[src/sv/sap_pkg.sv]
// Shared types and constants for the sigmoid angle profile unit.
package sap_pkg;

  typedef enum logic [2:0] {
    REG_MODE   = 3'd0,
    REG_START  = 3'd1,
    REG_TARGET = 3'd2,
    REG_DUR    = 3'd3,
    REG_STEEP  = 3'd4
  } cfg_reg_e;

  typedef enum logic {
    MODE_SIGMOID = 1'b0,
    MODE_LINEAR  = 1'b1
  } mode_e;

  localparam logic [15:0] DUR_RST   = 16'd1;
  localparam logic [15:0] STEEP_RST = 16'd1000;

  // n saturation limit
  localparam int          N_SAT     = 65536;
  // y = n * 2^Q * 25000 / 34657359  (100000 / 138629436 reduced)
  localparam logic [14:0] Y_MUL     = 15'd25000;
  localparam int unsigned YDIV_DEN  = 34657359;
  localparam int          MAG_W     = 17;

  typedef struct packed {
    logic              neg;
    logic [15:0]       t;
    logic [MAG_W-1:0]  mag;
  } front_t;

endpackage

[src/sv/sap_front.sv]
// Front stages: time capture, k*(T-2t), saturation and magnitude of n.
module sap_front (
  input  logic                clk_i,
  input  logic                rst_ni,
  input  logic                en_i,
  input  logic                vld_i,
  input  logic [15:0]         time_i,
  input  logic [15:0]         dur_i,
  input  logic [15:0]         steep_i,
  output logic                vld_o,
  output sap_pkg::front_t     data_o
);

  logic               v1_q, v2_q, v3_q, v4_q;
  logic [15:0]        t1_q, t2_q, t3_q;
  logic signed [17:0] d_d, d2_q;
  logic signed [34:0] n_d, n3_q;
  logic signed [34:0] ns;
  logic [16:0]        nmag;
  sap_pkg::front_t    f_d, f4_q;

  assign d_d = $signed({2'b00, dur_i}) - $signed({1'b0, t1_q, 1'b0});
  assign n_d = $signed({1'b0, steep_i}) * d2_q;

  always_comb begin
    if (n3_q > 35'(sap_pkg::N_SAT)) begin
      ns = 35'(sap_pkg::N_SAT);
    end else if (n3_q < -35'(sap_pkg::N_SAT)) begin
      ns = -35'(sap_pkg::N_SAT);
    end else begin
      ns = n3_q;
    end
    nmag     = ns[34] ? 17'(-ns) : ns[16:0];
    f_d.neg  = ns[34];
    f_d.t    = t3_q;
    f_d.mag  = nmag;
  end

  always_ff @(posedge clk_i or negedge rst_ni) begin
    if (!rst_ni) begin
      v1_q <= 1'b0;
      v2_q <= 1'b0;
      v3_q <= 1'b0;
      v4_q <= 1'b0;
    end else if (en_i) begin
      v1_q <= vld_i;
      v2_q <= v1_q;
      v3_q <= v2_q;
      v4_q <= v3_q;
    end
  end

  always_ff @(posedge clk_i) begin
    if (en_i) begin
      t1_q <= time_i;
      t2_q <= t1_q;
      d2_q <= d_d;
      t3_q <= t2_q;
      n3_q <= n_d;
      f4_q <= f_d;
    end
  end

  assign vld_o  = v4_q;
  assign data_o = f4_q;

endmodule

[config.mk]
export PLATFORM = sky130hd
export DESIGN_NAME = sap_front
export DESIGN_NICKNAME = d
export VERILOG_FILES = /design/src/sv/sap_pkg.sv /design/src/sv/sap_front.sv
export SDC_FILE = /design/constraint.sdc
export NUM_CORES = 1
export LEC_CHECK = 0
export BUFFER_PORTS_ARGS = -buffer_cell sky130_fd_sc_hd__buf_2
export CORE_MARGIN = 3
export CORE_UTILIZATION = 65
export DETAILED_ROUTE_END_ITERATION = 6
export PLACE_DENSITY_LB_ADDON = 0.3
export REMOVE_ABC_BUFFERS = 1
export SETUP_SLACK_MARGIN = 0.4
export SYNTH_ARGS = -nofsm -noshare
export SYNTH_HDL_FRONTEND = slang
export SYNTH_SLANG_ARGS = --single-unit
[constraint.sdc]
create_clock -name clk_i -period 10.08 [get_ports clk_i]
set_clock_uncertainty 0.2 [all_clocks]
set_input_delay 0.504 -clock clk_i [delete_from_list [all_inputs] [get_ports clk_i]]
set_output_delay 0.504 -clock clk_i [all_outputs]
set_load 0.1 [all_outputs]
# --- Word level (Yosys, flattened, before mapping) ---
# Index checks and enable logic that the tools add are counted.
classes:
  add_sub_neg: 2
  multipliers: 1
  n_lt_le_gt_ge: 2
  muxes: 3
op_table:
  columns: ["cell", "n"]
  rows:
  - ["$mux W35", 2]
  - ["$gt A35 B18 Y1 const B", 1]
  - ["$lt A35 B17 Y1 const B", 1]
  - ["$mul A17 B18 Y35", 1]
  - ["$sub A16 B17 Y18", 1]
  - ["$mux W17", 1]
  - ["$neg A17 Y17", 1]
word_totals:
  ff_bits: 139
  out_inout_bits: 35

# --- Depth between registers and ports, before layout ---
logic_depth:
  ltp_word: 5
  mapped_depth: 25
  depth_no_buf: 23

# --- Worst setup path after synthesis ---
# OpenSTA, ideal clock, no wires.
synth_path:
  path_kind: "input port to flip-flop"
  start: "input port steep_i[3]"
  end: "register n3_q[33] (data pin)"
  setup_time_ns: 0.258
  t_arrival_ns: 6.354
  required_ns: 9.622
  path_slack_ns: 3.268
  cell_stages: 21
  cell_sequence: "clkbuf_1 > clkbuf_1 > nand2_1 > fa_1 > fa_1 > inv_1 > fa_1 > fa_1 > fa_1 > inv_1 > fa_1 > inv_1 > ha_1 > clkbuf_1 > a211o_1 > a311oi_1 > nor2_1 > o41ai_1 > o2111ai_1 > a21oi_1 > xnor2_1"
synth_between:
  elab_chain_cells: 1
synth_rtl:
  columns: ["element", "line_no", "text"]
  rows:
  - ["start, declared", "sap_front.sv:9", "input logic [15:0] steep_i,"]
  - ["$mul A17 B18 Y35", "sap_front.sv:23", "assign n_d = $signed({1'b0, steep_i}) * d2_q;"]
  - ["net n_d[33]", "sap_front.sv:17", "logic signed [34:0] n_d, n3_q;"]
  - ["end signal, assigned", "sap_front.sv:59", "n3_q <= n_d;"]
  - ["end, declared", "sap_front.sv:17", null]
# The timed path passes the listed nets, and every way through them passes these cells.
# A chain may end at the register's enable or synchronous reset.

# --- Final worst setup path ---
layout_path:
  start: "register d2_q[5]"
  end: "register n3_q[33] (data pin)"
layout_between:
  elab_chain_cells: 1
layout_rtl:
  columns: ["element", "line_no", "text"]
  rows:
  - ["start, declared", "sap_front.sv:16", "logic signed [17:0] d_d, d2_q;"]
  - ["start signal, assigned", "sap_front.sv:57", "d2_q <= d_d;"]
  - ["$mul A17 B18 Y35", "sap_front.sv:23", null]
  - ["net n_d[33]", "sap_front.sv:17", null]
# The timed path passes the listed nets, and every way through them passes these cells.

==> impl_metrics.json <==
{
  "syn2layout_area_growth_pct": 7.414,
  "async_reset_ff_share_pct": 2.878,
  "yosys.area.top_type_share_pct": 35.09,
  "clk_pin_slew_ns": 0.07,
  "path_common_cell": "fa_1",
  "yosys-top-cells-area": "fa_1 35%, edfxtp_1 24%, inv_1 9.1%, ha_1 7.9%, and2_1 4.8%",
  "cap_viol_max_count": 0,
  "via_count": 11348,
  "n_antenna_cell": 0,
  "min_path_type": "primary input to flip-flop",
  "cts_tree": "done",
  "postPlaceCellArea_um2": 17410,
  "wl_per_cell_um": 16.89,
  "min_period_ns": 7.326,
  "worstPathRequired_ns": 10.05,
  "path_class": "flip-flop to flip-flop",
  "path_cells": "and2_1 -> fa_1 -> inv_1 -> fa_1 -> inv_1 -> fa_1 -> fa_1 -> fa_1 -> inv_1 -> fa_1 -> inv_1 -> ha_1 -> a21oi_1 -> o21ai_0 -> a311oi_1 -> nor2_1 -> o41ai_1 -> o2111ai_1 -> a21oi_1 -> xnor2_1",
  "crit_slowest_cell": "edfxtp_1",
  "via_per_inst": 5.555,
  "relSlewSlack_pct": 31.33,
  "fmax_mhz": 136.5,
  "rows": 58,
  "start_kind": "flip-flop",
  "yosysMostFrequentCell": "inv_1",
  "dp.final_hpwl_mm": 27.36,
  "cp_max_fo": 16,
  "cts_made_buffers": 17,
  "critical_path.top_delay_family": "adder cells",
  "io_pins": 87,
  "critPathMaxStageDelay_ns": 0.72,
  "drive_above_1_share_pct": 7.764,
  "gp_congestion": 0.9198,
  "globalRouteTotalUtil_pct": 26.91,
  "crit_buf_inv": 4,
  "outcome": "completed",
  "antenna_found_initial": 0,
  "ys_seq_area_share_pct": 24.76,
  "rsz0062_at_grt": "no",
  "post-route-period-util_pct": 72.68,
  "insertion_delay_ns": 0.43,
  "io_buffers": 86,
  "synth_edf_count": 135,
  "synth_area_per_cell_um2": 10.19,
  "root_buffer": "clkbuf_16",
  "drt.antenna.violating_nets": 0,
  "synth_cell_types": 63,
  "core-area_um2": 25250,
  "start_util_pct": 66.42,
  "ys_top_cells_by_count": "406 x inv_1, 294 x fa_1, 192 x nand2_1",
  "dieArea_um2": 27770,
  "die_h_um": 166.6,
  "die_w_um": 166.6,
  "grt_max_degree": 82,
  "yosys_warnings": 0,
  "hold-worst-slack_ns": 0.04654,
  "endpoint_kind": "flip-flop",
  "h-tree-depth": 4,
  "crit_arrival_ns": 7.30,
  "synth.ff_latch_count": 139,
  "synth-main-ff-cell": "edfxtp_1",
  "hold_violations": 0,
  "drc_errors": 0,
  "design_area_um2": 18020,
  "post-cts-setup-buffers": 0,
  "num-nets-final": 2152,
  "slew_viol_final": 0,
  "max_slew.worst_pin.slew_ns": 1.030,
  "cts.sinks": 139,
  "synth_top_area_cell": "fa_1",
  "netlist_area_um2": 16770,
  "setup_viol": 0,
  "first_global_vias": 12472,
  "synthCells": 1647,
  "ctsResizeCount": 0,
  "grt_first_pass_wirelength_mm": 59.44,
  "drt-initial-drc-count": 738,
  "final.setup.tns_ns": 0,
  "overflow": 0,
  "drt_wl_total_mm": 34.52,
  "clk_path_buf_depth": 2,
  "drt_first_pass_iters": 7
}
-- metal layers --
metal,vias up,share of wire [%],track usage [%]
met5,-,0,0
met4,0,5.8,14.45
met3,123,5.2,3.560
met2,418,51,46.66
met1,5643,38,33.05
li1,5164,-,-
-- area by class of cell --
type	instances	area (um^2)
multi-input cells	1046	10870
fillers	1856	7236
flip-flops and latches	139	4154
inverters	407	1529
repair buffers	89	457.9
clock buffers	17	425.4
well taps	330	412.9
clock inverters	15	172.7
-- path summary, 6_finish.rpt --
path | slack [ns] | to | startpoint | cells after the start
worst max-delay path | 2.75 | n3_q[33]$_DFFE_PP_ | d2_q[5]$_DFFE_PP_ | 20
max in group asynchronous | 9.33 | vld_o$_DFFE_PN0P_ | rst_ni | 2
worst min register to register | 0.22 | t3_q[3]$_DFFE_PP_ | t2_q[3]$_DFFE_PP_ | 0
min in group asynchronous | 0.23 | v3_q$_DFFE_PN0P_ | rst_ni | 2
worst min-delay path | 0.05 | t1_q[2]$_DFFE_PP_ | time_i[2] | 1
worst max register to register | 2.75 | n3_q[33]$_DFFE_PP_ | d2_q[5]$_DFFE_PP_ | 20
-- logic make-up after synthesis --
kind of cell / Yosys count / synth area share [%]
buf+inv: 462 / 10.46
mux: 5 / 0.3282
compound gates: 134 / 5.467
xor+xnor: 54 / 2.819
flops: 139 / 24.76
fa+ha+maj: 400 / 42.99
simple gates: 453 / 13.17
-- layout by cell type, fill, tap and decap left out, types with 5 or more instances in the layout --
cell type / count
xor2_1: 13
ha_1: 106
edfxtp_1: 135
xnor2_1: 41
o21a_1: 8
a21o_1: 16
nand2b_1: 5
o21ai_0: 23
nor2_1: 51
inv_1: 406
nand4_1: 9
nand2_1: 192
fa_1: 294
a21oi_1: 30
and2_1: 130
buf_2: 85
nand3_1: 13
nor3_1: 18
clkbuf_16: 17
nor4_1: 9
nor2b_1: 9
inv_6: 5
-- registers in the layout, summed over array words and instances (netlist names) --
register	flops
n3_q	35
t3_q	16
v3_q	1
t2_q	16
t1_q	16
vld_o	1
v1_q	1
d2_q	18
v2_q	1
data_o	34
-- through the flow --
stage                     util, %  cells  worst slack (ns)
after floorplan                 -   1592             3.694
after CTS                   71.35   2043             2.782
final                       71.35   2043             2.754
after detailed placement    68.94   2010             2.788
after global placement      68.94   2010             3.038
after global routing        71.35   2043             2.469
-- repair_timing --
item,4_1_cts,5_1_grt
setup endpoints to repair,0,0
hold buffers,1,0
hold endpoints to repair,4,0
Power is left out: the tool's default activity adds up to more than one toggle a clock period on the data nets, which glitch-free logic cannot reach.
